===== src/bmi_pkg.sv =====
// shared types and constants for the binary modular inverse unit
// no dependencies; imported by the controller, datapath and top level
`default_nettype none

package bmi_pkg;

   // width of one field element and of its limbs
   localparam int VAL_W      = 377;
   localparam int LIMB_W     = 64;
   localparam int TOP_LIMB_W = 57;

   // base prime of the curve, most significant limb first
   localparam logic [VAL_W-1:0] PRIME_N = {
      57'h1AE3A4617C510EA,
      64'hC63B05C06CA1493B,
      64'h1A22D9F300F5138F,
      64'h1EF3622FBA094800,
      64'h170B5D4430000000,
      64'h8508C00000000001
   };

   // controller states, one-hot
   typedef enum logic [6:0] {
      ST_IDLE = 7'b0000001,
      ST_TEST = 7'b0000010,
      ST_SUBA = 7'b0000100,
      ST_SUBT = 7'b0001000,
      ST_FIXT = 7'b0010000,
      ST_HALF = 7'b0100000,
      ST_DONE = 7'b1000000
   } state_type;

   // commands from controller to datapath
   typedef struct packed {
      logic load;
      logic swap;
      logic sub_a;
      logic sub_t;
      logic fix_t;
      logic halve;
   } dp_cmd_type;

   // status from datapath to controller
   typedef struct packed {
      logic a_zero;
      logic a_odd;
   } dp_status_type;

endpackage

`default_nettype wire


===== src/bmi_ctrl.sv =====
// controller of the modular inverse: sequences compare, subtract, fix-up and halve
// depends on bmi_pkg; commands bmi_dpath
`default_nettype none

module bmi_ctrl
   import bmi_pkg::*;
(
   input  wire logic          clock,
   input  wire logic          reset,
   input  wire logic          start,
   input  wire dp_status_type status,
   output logic               busy,
   output logic               rsp_valid,
   output dp_cmd_type         cmd
);

   state_type state_ff, state_in;

   // next state
   always_comb begin
      state_in = state_ff;
      unique case (state_ff)
         ST_IDLE: begin
            if (start) begin
               state_in = ST_TEST;
            end
         end
         ST_TEST: begin
            if (status.a_zero) begin
               state_in = ST_DONE;
            end else if (status.a_odd) begin
               state_in = ST_SUBA;
            end else begin
               state_in = ST_HALF;
            end
         end
         ST_SUBA: state_in = ST_SUBT;
         ST_SUBT: state_in = ST_FIXT;
         ST_FIXT: state_in = ST_HALF;
         ST_HALF: state_in = ST_TEST;
         ST_DONE: state_in = ST_IDLE;
         default: state_in = ST_IDLE;
      endcase
   end

   always_ff @(posedge clock) begin
      if (reset) begin
         state_ff <= ST_IDLE;
      end else begin
         state_ff <= state_in;
      end
   end

   // datapath commands
   assign cmd.load  = (state_ff == ST_IDLE) && start;
   assign cmd.swap  = (state_ff == ST_TEST) && !status.a_zero && status.a_odd;
   assign cmd.sub_a = (state_ff == ST_SUBA);
   assign cmd.sub_t = (state_ff == ST_SUBT);
   assign cmd.fix_t = (state_ff == ST_FIXT);
   assign cmd.halve = (state_ff == ST_HALF);

   // handshake
   assign busy      = (state_ff != ST_IDLE);
   assign rsp_valid = (state_ff == ST_DONE);

`ifndef SYNTH
   // an accepted beat starts the loop test next cycle
   a_start_test: assert property (@(posedge clock) disable iff (reset)
      (start && !busy) |=> (state_ff == ST_TEST))
      else $error("loop not entered after accept");

   // a result only follows a test that found A zero
   a_rsp_after_test: assert property (@(posedge clock) disable iff (reset)
      rsp_valid |-> ($past(state_ff == ST_TEST) && $past(status.a_zero)))
      else $error("result without finished loop");

   // exactly one state bit is set
   a_state_onehot: assert property (@(posedge clock) disable iff (reset)
      $onehot(state_ff))
      else $error("controller state not one-hot");
`endif

endmodule

`default_nettype wire


===== config.mk =====
export PLATFORM = sky130hd
export DESIGN_NAME = bmi_ctrl
export DESIGN_NICKNAME = d
export VERILOG_FILES = /design/src/bmi_pkg.sv /design/src/bmi_ctrl.sv
export SDC_FILE = /design/constraint.sdc
export NUM_CORES = 1
export LEC_CHECK = 0
export BUFFER_PORTS_ARGS = -buffer_cell sky130_fd_sc_hd__buf_2
export CELL_PAD_IN_SITES_DETAIL_PLACEMENT = 2
export CELL_PAD_IN_SITES_GLOBAL_PLACEMENT = 2
export CORE_ASPECT_RATIO = 1.1
export CORE_UTILIZATION = 27
export DETAILED_ROUTE_END_ITERATION = 7
export PLACE_DENSITY = 0.76
export SETUP_SLACK_MARGIN = 0.3
export SLEW_MARGIN = 10
export SYNTH_ARGS = -nofsm -noshare
export SYNTH_HDL_FRONTEND = slang
export SYNTH_SLANG_ARGS = --single-unit

===== constraint.sdc =====
create_clock -name clock -period 2.2 [get_ports clock]
set_input_delay 0.11 -clock clock [delete_from_list [all_inputs] [get_ports clock]]
set_output_delay 0.11 -clock clock [all_outputs]
set_load 0.005 [all_outputs]

==> impl_results.md, run 1 <==
* Via count at 423
* Layout cell share with drive strength beyond 1 at 25.4%
* Worst skew pair latency at 0.25 ns
* IO Port Bufs at 12
* Final Setup Violations at 0
* Yosys warnings at 0
* Hold_buf cts at 0
* Post-CTS setup buffers at 0
* Post-synthesis register bit count at 7
* Largest net degree at the start of global routing at 8
* Clock skew at 0.00816 ns
* R2r setup slk at 0.72 ns
* Die area at 0.00163 mm^2
* H-tree depth at 1
* GRT overflow at 0
* Final period util at 67.5%
* Leakage power at 0.216 nW
* Fillers at 178
* Max-slew violations at 0
* # placed instances at 79
* Layout area overhead at 26.7%
* Worst hold path startpoint: reset
* Synth Instances at 51
* Reg with most FFs: state_ff
* PwrDens at 604 mW/mm^2
* Worst Setup End Kind: flop
* Diode count at 0
* Post-synthesis sequential area ratio at 35.2%
* DRT antenna net count at 0
* Worst hold stages at 2
* Relative slew slack at 78.9%
* R2R depth at 4
* Hold Fails Final Rpt at 0
* CP required at 2.33 ns
* CP Class: reg2reg
* CTS tree: done
* DP Wirelength at 880 um
* Fin cells at 83
* Syn nets at 56
* Max-cap violations at 0
* Core ar. at 0.00137 mm^2
* Nets at 73
* Placement Rows at 14
* Final Wtd Congestion at 0.748
* Die X at 38.6 um
* Worst hold endpoint: state_ff[5]
* DR WL/cell at 12.8 um
* RR Endpoint: state_ff[0]
* Outcome: finished, final reports clean
* Regs by FF count: state_ff: 7 flops
* Worst Tran Pin Value at 0.312 ns
* IO Pins at 13
* Routed WL at 1.07 mm
* Crit-path max FO at 6
* Mapped Area at 398 um^2
* Clock buffer depth at 2
* CTS buffer count at 3
* Largest register FFs at 7
* Clock transition at the registers of the reported paths at 0.06 ns
* Drt drc at 0
* Post-synth cell types at 21
* DIE HEIGHT at 42.3 um
* Total Routing Usage GR at 16.5%
* DR pass1 iterations at 4
* Worst Path Arrival at 1.61 ns
* Clock sink count at 7
* Final worst path period need at 1.48 ns
* TNS Setup at 0 ns
* Vias in the first global route at 423
* Vias per cell at 5.10
* Initial antenna violation count at 0
* Worst r2r src: state_ff[2]
* First-pass GRT wire length at 1.89 mm
* 1st-iter DRT viols at 2
* Unrepaired setup endpoints after global routing: false
* Maximum VDD drop at 0.199 mV
* Starting Density at 29.1%
* Worst min path class: in2reg
* Clock root buffer: clkbuf_4
* Achievable Freq at 674 MHz
* Worst setup SP type: flop
* Synth Area per Inst at 7.80 um^2
* Post_cts resized at 0
-- critical path: stages (launching register included) --
cell and delay [ns]:
dfxtp_1 0.35, or2_4 0.28, o32ai_2 0.19, nand2_1 0.06
or4b_1 0.49
-- cell families after synthesis --
family | after synthesis | share of synthesized area, %
and+or+nand+nor | 33 | 45.6
AOI/OAI and AO/OA | 8 | 15.1
DFF | 7 | 35.2
buffers and inverters | 2 | 1.89
xor gates and xnor gates | 1 | 2.20
-- routing by layer --
| metal | track usage, % | vias up | part of all wire, % | routed length (um) |
|---|---|---|---|---|
| li1 | - | 215 | - | - |
| met1 | 22.6 | 195 | 46 | 493 |
| met2 | 24.0 | 11 | 49 | 519 |
| met3 | 3.19 | 2 | 4.1 | 44 |
| met4 | 8.28 | 0 | 0.75 | 8 |
| met5 | 0 | - | 0 | 0 |
-- synthesized netlist by cell type --
cell type | number | area, um^2
o32ai_2 | 1 | 16.3
nand2_1 | 5 | 18.8
or4b_1 | 1 | 10.0
o21bai_1 | 1 | 7.51
nor2b_1 | 3 | 18.8
o21ai_0 | 3 | 15.0
or2b_1 | 1 | 7.51
o31a_1 | 1 | 8.76
nor3_1 | 7 | 35.0
a21oi_1 | 1 | 5.00
or2_4 | 1 | 8.76
nand2b_1 | 3 | 18.8
xor2_1 | 1 | 8.76
nor4b_1 | 1 | 8.76
nand3b_1 | 1 | 7.51
inv_1 | 2 | 7.51
nor4_1 | 2 | 12.5
nor2_1 | 7 | 26.3
a211oi_1 | 1 | 7.51
dfxtp_1 | 7 | 140
nand4b_1 | 1 | 8.76
-- cell type report --
class                           instances  area (um^2)  share of cell area, %
Inverter                                2         7.51                   1.49
Sequential cell                         7          140                   27.8
Clock buffer                            4         26.3                   5.21
Timing Repair Buffer                   12         60.1                   11.9
Tap cell                               16         20.0                   3.97
Multi-Input combinational cell         42          250                   49.6
-- how the worst max path moves through the flow --
| stage | start | endpoint | slack [ns] | cells past startpoint |
|---|---|---|---|---|
| after floorplan | state_ff[2] | state_ff[0] | 0.77 | 4 |
| after global placement | state_ff[2] | state_ff[0] | 0.73 | 4 |
| after detailed placement | state_ff[2] | state_ff[0] | 0.69 | 4 |
| after CTS | state_ff[2] | state_ff[0] | 0.70 | 4 |
| after global routing | state_ff[2] | state_ff[0] | 0.62 | 4 |
| final | state_ff[2] | state_ff[0] | 0.72 | 4 |
-- report_power, final --
part | switching (mW) | internal [mW]
Sequential | 0.00805 | 0.132
Combinational | 0.0277 | 0.0215
Clock | 0.0468 | 0.0692
-- layout by cell type (no fill, tap or decap), types with 2 or more instances in the layout --
master and instances:
o21ai_0 3, nor3_1 7, inv_1 2, nand2_1 5, nor2_1 7, nand2b_1 3
clkbuf_4 3, dfxtp_1 7, nor4_1 2, nor2b_1 3, buf_2 12
-- through the flow --
step / util (%) / total power [mW] / setup WS (ns) / hold WS [ns] / area (um^2)
after floorplan: - / 0.172 / 0.765 / 0.187 / 398
after global placement: 35.0 / 0.191 / 0.729 / 0.365 / 478
after detailed placement: 35.0 / 0.193 / 0.691 / 0.366 / 478
after CTS: 36.9 / 0.312 / 0.695 / 0.0911 / 504
after global routing: 36.9 / 0.329 / 0.617 / 0.102 / 504
final: 36.9 / 0.305 / 0.716 / 0.0961 / 504
No activity file was read; power rests on OpenSTA's default activity.
==> run 2: changes to the inputs <==
--- a/config.mk
+++ b/config.mk
@@ -9,9 +9,9 @@
 export CELL_PAD_IN_SITES_DETAIL_PLACEMENT = 2
 export CELL_PAD_IN_SITES_GLOBAL_PLACEMENT = 2
 export CORE_ASPECT_RATIO = 1.1
-export CORE_UTILIZATION = 27
+export CORE_UTILIZATION = 25
 export DETAILED_ROUTE_END_ITERATION = 7
-export PLACE_DENSITY = 0.76
+export PLACE_DENSITY = 0.71
 export SETUP_SLACK_MARGIN = 0.3
 export SLEW_MARGIN = 10
 export SYNTH_ARGS = -nofsm -noshare
==> constraint.sdc (replaced) <==
create_clock -name clock -period 1.4 [get_ports clock]
set_input_delay 0.07 -clock clock [delete_from_list [all_inputs] [get_ports clock]]
set_output_delay 0.07 -clock clock [all_outputs]
set_load 0.005 [all_outputs]
==> run 2 against run 1 <==
- the run now ends with negative setup slack left
- hold slack lost 0.025 ns
- critical path depth grew 3
- combinational power grew to 4.2 times the previous value
- first-iteration DRC count grew 50%
- sequential share of layout area shrank 9.1 points
- count of clock-buffer cells in the layout is the same
- clock skew shrank 0.0028 ns
- wire length grew 110%
- worst setup slack lost 0.93 ns
- largest power group unchanged
- highest routed layer unchanged
==> impl_results.md, run 2 (synthesis results as in run 1) <==
* Via count at 563 (+33%)
* PwrDens at 780 mW/mm^2 (+29%)
* Final period util at 116% (+48 points)
* Vias per cell at 5.36 (+5.2%)
* Sequential share of power at 34.3% (-12 points)
* Initial antenna violation count at 0 (unchanged)
* Fin cells at 105 (+27%)
* Regs by FF count: state_ff: 7 flops
* Drt drc at 0 (unchanged)
* Largest net degree at the start of global routing at 8 (unchanged)
* Final worst path period need at 1.62 ns (+0.134 ns)
* Max-cap violations at 0 (unchanged)
* Met2 wire length at 1.25 mm (+140%)
* Core ar. at 0.00142 mm^2 (+3.8%)
* DP Wirelength at 1.11 mm (+26%)
* CP cell instances: or2_4 > buf_6 > nand4b_1 > buf_4 > buf_6 > o21bai_4 > or4b_4
* Clk pwr share at 32.7% (-5.3 points)
* Diode count at 0 (unchanged)
* First-pass GRT wire length at 2.67 mm (+41%)
* Crit-path slowest cell: or4b_4
* Worst skew pair latency at 0.27 ns (+0.02 ns)
* Leakage power at 0.349 nW (+62%)
* Hold slack final at 0.0709 ns (-0.0253 ns)
* Failing checks: negative setup slack
* Metal3 WL at 46 um (+4.5%)
* Max-slew violations at 0 (unchanged)
* Worst hold endpoint: state_ff[1]
* DR pass1 iterations at 4 (unchanged)
* Routed WL at 2.20 mm (+110%)
* Most frequent cells in the layout: buf_4, buf_2, buf_6
* Worst setup SP type: flop
* Multi-input gate area at 343 um^2 (+37%)
* Worst hold stages at 2 (unchanged)
* Worst Setup End Kind: flop
* Clock sink count at 7 (unchanged)
* Clock skew at 0.00534 ns (-0.00281 ns)
* Layout area overhead at 100%
* Fillers at 154 (-13%)
* Most common library cell in the layout ignoring fill and taps: buf_4
* Final Wtd Congestion at 0.699 (-6.6%)
* Maximum VDD drop at 0.502 mV (+150%)
* RR Endpoint: state_ff[0]
* IO Port Bufs at 12 (unchanged)
* Metal-1 WL at 851 um (+73%)
* # placed instances at 90 (+14%)
* CP Class: reg2reg
* R2r setup slk at -0.22 ns (-0.93 ns)
* Sw frac at 32.6% (+5.5 points)
* Uppermost layer routed: met4
* P_sw at 0.203 mW (+150%)
* Top cell by count, worst path: buf_6
* Worst min path class: in2reg
* 1st-iter DRT viols at 3 (+1)
* H-tree depth at 1 (unchanged)
* Final Setup Violations at 10 (+10)
* Worst Path Arrival at 1.75 ns (+0.14 ns)
* Total Routing Usage GR at 23.7% (+7.2 points)
* GRT overflow at 0 (unchanged)
* Clock buffer depth at 2 (unchanged)
* Power Total at 0.622 mW (+100%)
* Clock transition at the registers of the reported paths at 0.06 ns (about the same)
* Largest register FFs at 7 (unchanged)
* IO Pins at 13 (unchanged)
* DR WL/cell at 21.0 um (+64%)
* Relative slew slack at 75.1% (-3.8 points)
* Die area at 0.00176 mm^2 (+7.6%)
* Die X at 40.0 um (+3.7%)
* DRT antenna net count at 0 (unchanged)
* Outcome: finished, violations left
* Reg with most FFs: state_ff
* CTS tree: done
* Worst Tran Pin Value at 0.371 ns (+0.0591 ns)
* Starting Density at 28.0% (-1.1 points)
* Setup ws final at -0.218 ns (-0.934 ns)
* Register area at 149 um^2 (+6.3%)
* Unrepaired setup endpoints after global routing: true
* Achievable Freq at 618 MHz (-8.3%)
* R2R depth at 7 (+3)
* DIE HEIGHT at 43.8 um (+3.7%)
* Worst r2r src: state_ff[3]
* CP required at 1.53 ns (-0.80 ns)
* Vias in the first global route at 588 (+39%)
* Placement Rows at 14 (unchanged)
* Worst hold path startpoint: reset
* Comb pwr share at 32.9% (+17 points)
* Layout cell share with drive strength beyond 1 at 65.2% (+40 points)
* Clock root buffer: clkbuf_4
* CTS buffer count at 3 (unchanged)
* Hold Fails Final Rpt at 0 (unchanged)
* Crit-path max FO at 4 (-2)
* Nets at 95 (+30%)
* Internal power at 0.419 mW (+89%)
* Critical Path Max Stage Delay at 0.48 ns (about the same)
run 2: cell types whose count changed in the layout (fill, tap and decap cells not counted), sizes merged:
| cell | before | now |
|---|---|---|
| buf | 12 | 34 |
run 2: area by class of cell:
type	instances	area share (%)
sequential	7	18.7
clock buffer	4	3.30
timing repair buffer	34	31.6
inverter	2	0.942
multi-input combinational	42	43.0
tap	16	2.51
run 2: repair_timing:
action,in CTS,in global routing
resized for setup,20,11
endpoints found under the setup margin,15,15
setup buffers,6,5
pin swaps,8,5
hold buffers,0,0
run 2: per-stage QoR:
stage / TNS, ns / area (um^2) / utilization [%] / setup slack (ns)
final: -1.57 / 797 / 56.2 / -0.218
after floorplan: -0.0229 / 399 / - / -0.0229
after global placement: -0.0868 / 562 / 39.6 / -0.0474
after CTS: -0.715 / 711 / 50.1 / -0.186
after detailed placement: -0.169 / 562 / 39.6 / -0.136
after global routing: -2.29 / 797 / 56.2 / -0.291
run 2: critical path, delay by kind of cell, from the launching register on:
| kind | cells | cell delay [ns] |
|---|---|---|
| AO/OA/AOI/OAI | 1 | 0.06 |
| buffers and inverters | 3 | 0.32 |
| flip-flops | 1 | 0.37 |
| AND/OR/NAND/NOR | 3 | 0.74 |
run 2: per-layer routing:
metal,global-route usage (%),up-vias
li1,-,261
met1,22.9,280
met2,44.8,16
met3,1.54,6
met4,14.5,0
met5,0,-
run 2: power groups by stage:
stage	clock network, mW	registers (mW)	logic (mW)
floorplan	0	0.220	0.0503
global placement	0	0.214	0.108
detailed placement	0	0.215	0.116
CTS	0.188	0.214	0.163
global route	0.213	0.214	0.219
finish	0.204	0.213	0.205
run 2: worst max path at each step:
stage	startpoint	endpoint	cells after the start
finish	state_ff[3]	state_ff[0]	7
global route	state_ff[2]	cmd[5]	6
CTS	state_ff[3]	cmd[5]	6
detailed placement	state_ff[2]	state_ff[0]	5
global placement	state_ff[2]	state_ff[0]	4
floorplan	state_ff[2]	state_ff[0]	4
==> run 3: changes to the inputs <==
--- a/config.mk
+++ b/config.mk
@@ -9,6 +9,7 @@
 export CELL_PAD_IN_SITES_DETAIL_PLACEMENT = 2
 export CELL_PAD_IN_SITES_GLOBAL_PLACEMENT = 2
 export CORE_ASPECT_RATIO = 1.1
+export CORE_MARGIN = 1.5
 export CORE_UTILIZATION = 25
 export DETAILED_ROUTE_END_ITERATION = 7
 export PLACE_DENSITY = 0.71
==> run 3 against run 2 <==
- the run now fails in global routing
- area after synthesis did not move
- synthesized cell count unchanged
==> impl_results.md, run 3 <==
* Die X at 41.0 um (+2.5%)
* Final Wtd Congestion at 0.679 (-2.9%)
* Initial antenna violation count at 0
* Starting Density at 28.0% (unchanged)
* Clock buffer depth at 2 (unchanged)
* Number of synthesized flops with an enable pin at 0 (unchanged)
* Clock root buffer: clkbuf_4
* Err: [ERROR DPL-0033] detailed placement checks failed during check placement.
* Post-synth ARST share at 0% (unchanged)
* Synth top area share at 35.2% (unchanged)
* Post-synthesis sequential area ratio at 35.2% (unchanged)
* Clock sink count at 7 (unchanged)
* GRT repair_timing worst endpoint: cmd[5]
* Mapped Area at 398 um^2 (unchanged)
* Hold_buf cts at 0 (unchanged)
* IO Pins at 13 (unchanged)
* Placement Rows at 14 (unchanged)
* DIE HEIGHT at 44.8 um (+2.3%)
* Synth Area per Inst at 7.80 um^2 (unchanged)
* Yosys warnings at 0 (unchanged)
* CTS buffer count at 3 (unchanged)
* Most used DFF post-synth: dfxtp_1
* H-tree depth at 1 (unchanged)
* Largest net degree at the start of global routing at 8
* Outcome: stopped before the end
* Top cells by count, synth: dfxtp_1, nor2_1, nor3_1
* IO Port Bufs at 12 (unchanged)
* DP Wirelength at 1.09 mm (-1.3%)
* Post-synthesis register bit count at 7 (unchanged)
* Post-synth cell types at 21 (unchanged)
* Main area contributors after synthesis: dfxtp_1, nor3_1, nor2_1
* Yosys top cell by area: dfxtp_1
* Syn nets at 56 (unchanged)
* Setup WS pre-CTS at -0.0955 ns (+0.0406 ns)
* Halt Stage: global routing
* Synth Instances at 51 (unchanged)
* Kind of pin the worst path terminates on: primary output
-- run 3: cell counts after synthesis --
No cell type changed its count.
-- run 3: cell families after synthesis --
group	share of synthesized area, %
AOI/OAI and AO/OA	15.1
xor gates and xnor gates	2.20
buffers and inverters	1.89
DFF	35.2
and+or+nand+nor	45.6
-- run 3: repair_timing --
| item | CTS |
|---|---|
| resized for setup | 30 |
| hold endpoints to repair | 0 |
| pin swaps | 12 |
| endpoints found under the setup margin | 15 |
| buffers inserted | 6 |
-- run 3: through the flow --
step | area, um^2 | setup TNS, ns | std cells
detailed placement | 562 | -0.129 | 90
floorplan | 399 | -0.0229 | 51
CTS | 762 | -0.449 | 100
global placement | 562 | -0.0832 | 90
==> run 4: changes to the inputs <==
==> config.mk (replaced) <==
export PLATFORM = sky130hd
export DESIGN_NAME = bmi_ctrl
export DESIGN_NICKNAME = d
export VERILOG_FILES = /design/src/bmi_pkg.sv /design/src/bmi_ctrl.sv
export SDC_FILE = /design/constraint.sdc
export NUM_CORES = 1
export LEC_CHECK = 0
export BUFFER_PORTS_ARGS = -buffer_cell sky130_fd_sc_hd__buf_2
export CORE_AREA = 2 2 63 65
export DETAILED_ROUTE_END_ITERATION = 7
export DIE_AREA = 0 0 65 67
export PLACE_DENSITY_LB_ADDON = 0.15
export SLEW_MARGIN = 10
export SYNTH_ARGS = -nofsm -noshare
export SYNTH_HDL_FRONTEND = slang
export SYNTH_SLANG_ARGS = --single-unit
==> run 4 against run 3 <==
- the flow now finishes, with violations (negative setup slack)
==> impl_results.md, run 4 (synthesis results as in run 1) <==
* Worst setup SP type: flop
* DR pass1 iterations at 3
* DRT antenna net count at 0
* Hold Fails Final Rpt at 0
* DR WL/cell at 9.11 um
* R2r setup slk at -0.04 ns
* Clock transition at the registers of the reported paths at 0.04 ns
* Largest register FFs at 7
* Final Wtd Congestion at 0.667 (-1.7%)
* Die area at 0.00436 mm^2
* Failing checks: negative setup slack
* Most frequent cells in the layout: buf_4, buf_2, nor2_1, nor3_1
* Clock skew at 0.00209 ns
* Nets at 86
* RR Endpoint: state_ff[0]
* GRT overflow at 0
* Final Util at 19.2%
* Drt drc at 0
* Initial antenna violation count at 0
* Clock sink count at 7 (unchanged)
* R2R depth at 4
* H-tree depth at 1 (unchanged)
* Outcome: finished, violations left
* Final worst path period need at 1.44 ns
* CP required at 1.50 ns
* First-pass GRT wire length at 1.88 mm
* Max-cap violations at 0
* Internal power at 0.471 mW
* Worst hold endpoint: state_ff[2]
* Vias per cell at 3.60
* Relative slew slack at 82.8%
* Clock buffer depth at 2 (unchanged)
* Leakage power at 0.297 nW
* DIE HEIGHT at 67 um (+49%)
* Crit-path max FO at 3
* Comb pwr share at 20.9%
* Setup WS pre-CTS at -0.0583 ns (+0.0372 ns)
* CTS buffer count at 3 (unchanged)
* Most common library cell in the layout ignoring fill and taps: buf_4
* 1st-iter DRT viols at 13
* Worst skew pair latency at 0.22 ns
* Layout cell share with drive strength beyond 1 at 48.8%
* Routed WL at 1.17 mm
* Final Setup Violations at 3
* Largest net degree at the start of global routing at 8
* Core ar. at 0.00361 mm^2
* Vias in the first global route at 425
* Regs by FF count: state_ff: 7 flops
* Worst Tran Pin Value at 0.256 ns
* Setup ws final at -0.0407 ns
* Final period util at 103%
* Worst hold stages at 2
* Clk pwr share at 45.0%
* CP cell instances: or2_4 > o32ai_2 > nand2_1 > or4b_1
* Placement Rows at 22 (+8)
* Achievable Freq at 694 MHz
* IO Pins at 13 (unchanged)
* Via count at 461
* Starting Density at 11.0% (-17 points)
* IO Port Bufs at 12 (unchanged)
* Worst hold path startpoint: reset
* Unrepaired setup endpoints after global routing: true
* Layout area overhead at 73.9%
* PwrDens at 896 mW/mm^2
* Maximum VDD drop at 0.270 mV
* Worst Path Arrival at 1.54 ns
* Worst min path class: in2reg
* Finished layout cell area at 692 um^2
* CP Class: reg2reg
* Total Routing Usage GR at 6.01%
* Die X at 65 um (+58%)
* Clock root buffer: clkbuf_8
* Worst Setup End Kind: flop
* Placed inst area at 602 um^2 (+7.1%)
* Max-slew violations at 0
* Sequential share of power at 34.1%
* DP Wirelength at 931 um (-15%)
* Reg with most FFs: state_ff
* Critical Path Max Stage Delay at 0.48 ns
* CTS tree: done
* Worst r2r src: state_ff[3]
* Diode count at 0
* Sw frac at 24.0%
* P_sw at 0.149 mW
* Crit-path slowest cell: or4b_1
-- run 4: area by class of cell --
type                    count  area [um^2]
clock buffers               4         45.0
multi-input cells          42          272
fillers                   410         2910
flip-flops and latches      7          144
inverters                   2         7.51
well taps                  48         60.1
repair buffers             25          164
-- run 4: what timing repair did --
item	CTS	global route
endpoints found under the setup margin	5	10
hold buffers	0	0
buffers inserted	2	0
cloned	0	0
pin swaps	1	0
resized for setup	2	7
-- run 4: per-stage QoR --
step / total power [mW] / instances / setup TNS, ns / hold slack, ns
final: 0.620 / 128 / -0.0617 / 0.0900
after global routing: 0.659 / 128 / -0.368 / 0.110
after CTS: 0.625 / 128 / -0.105 / 0.0846
after detailed placement: 0.327 / 122 / -0.0583 / 0.322
after floorplan: 0.270 / 51 / -0.0229 / 0.141
after global placement: 0.328 / 122 / -0.0594 / 0.329
-- run 4: worst max-delay path by stage --
stage,start,endpoint,slack [ns],cells past startpoint
after floorplan,state_ff[2],state_ff[0],-0.02,4
after global placement,state_ff[2],state_ff[0],-0.06,4
after detailed placement,state_ff[2],state_ff[0],-0.06,4
after CTS,state_ff[2],state_ff[0],-0.05,4
after global routing,state_ff[3],state_ff[0],-0.10,4
final,state_ff[3],state_ff[0],-0.04,4
-- run 4: power by group through the flow --
stage	Combinational [mW]	Clock (mW)	Sequential, mW
after floorplan	0.0503	0	0.220
after global placement	0.114	0	0.214
after detailed placement	0.113	0	0.214
after CTS	0.119	0.295	0.211
after global routing	0.145	0.302	0.212
final	0.130	0.279	0.211
-- run 4: worst max-delay path, delay by kind of cell, from the launching register on --
family / cells / cell delay, ns
flip-flops: 1 / 0.31
AND/OR/NAND/NOR: 3 / 0.81
AO/OA/AOI/OAI: 1 / 0.19
-- run 4: metal layers --
layer  part of all wire (%)  track usage (%)  up-vias  wire (um)
met5                      0                0        -          0
met4                    2.3             5.59        0         27
met3                    2.8             1.01        2         33
met2                     42             7.86       12        486
met1                     53             8.15      207        619
li1                       -                -      240          -
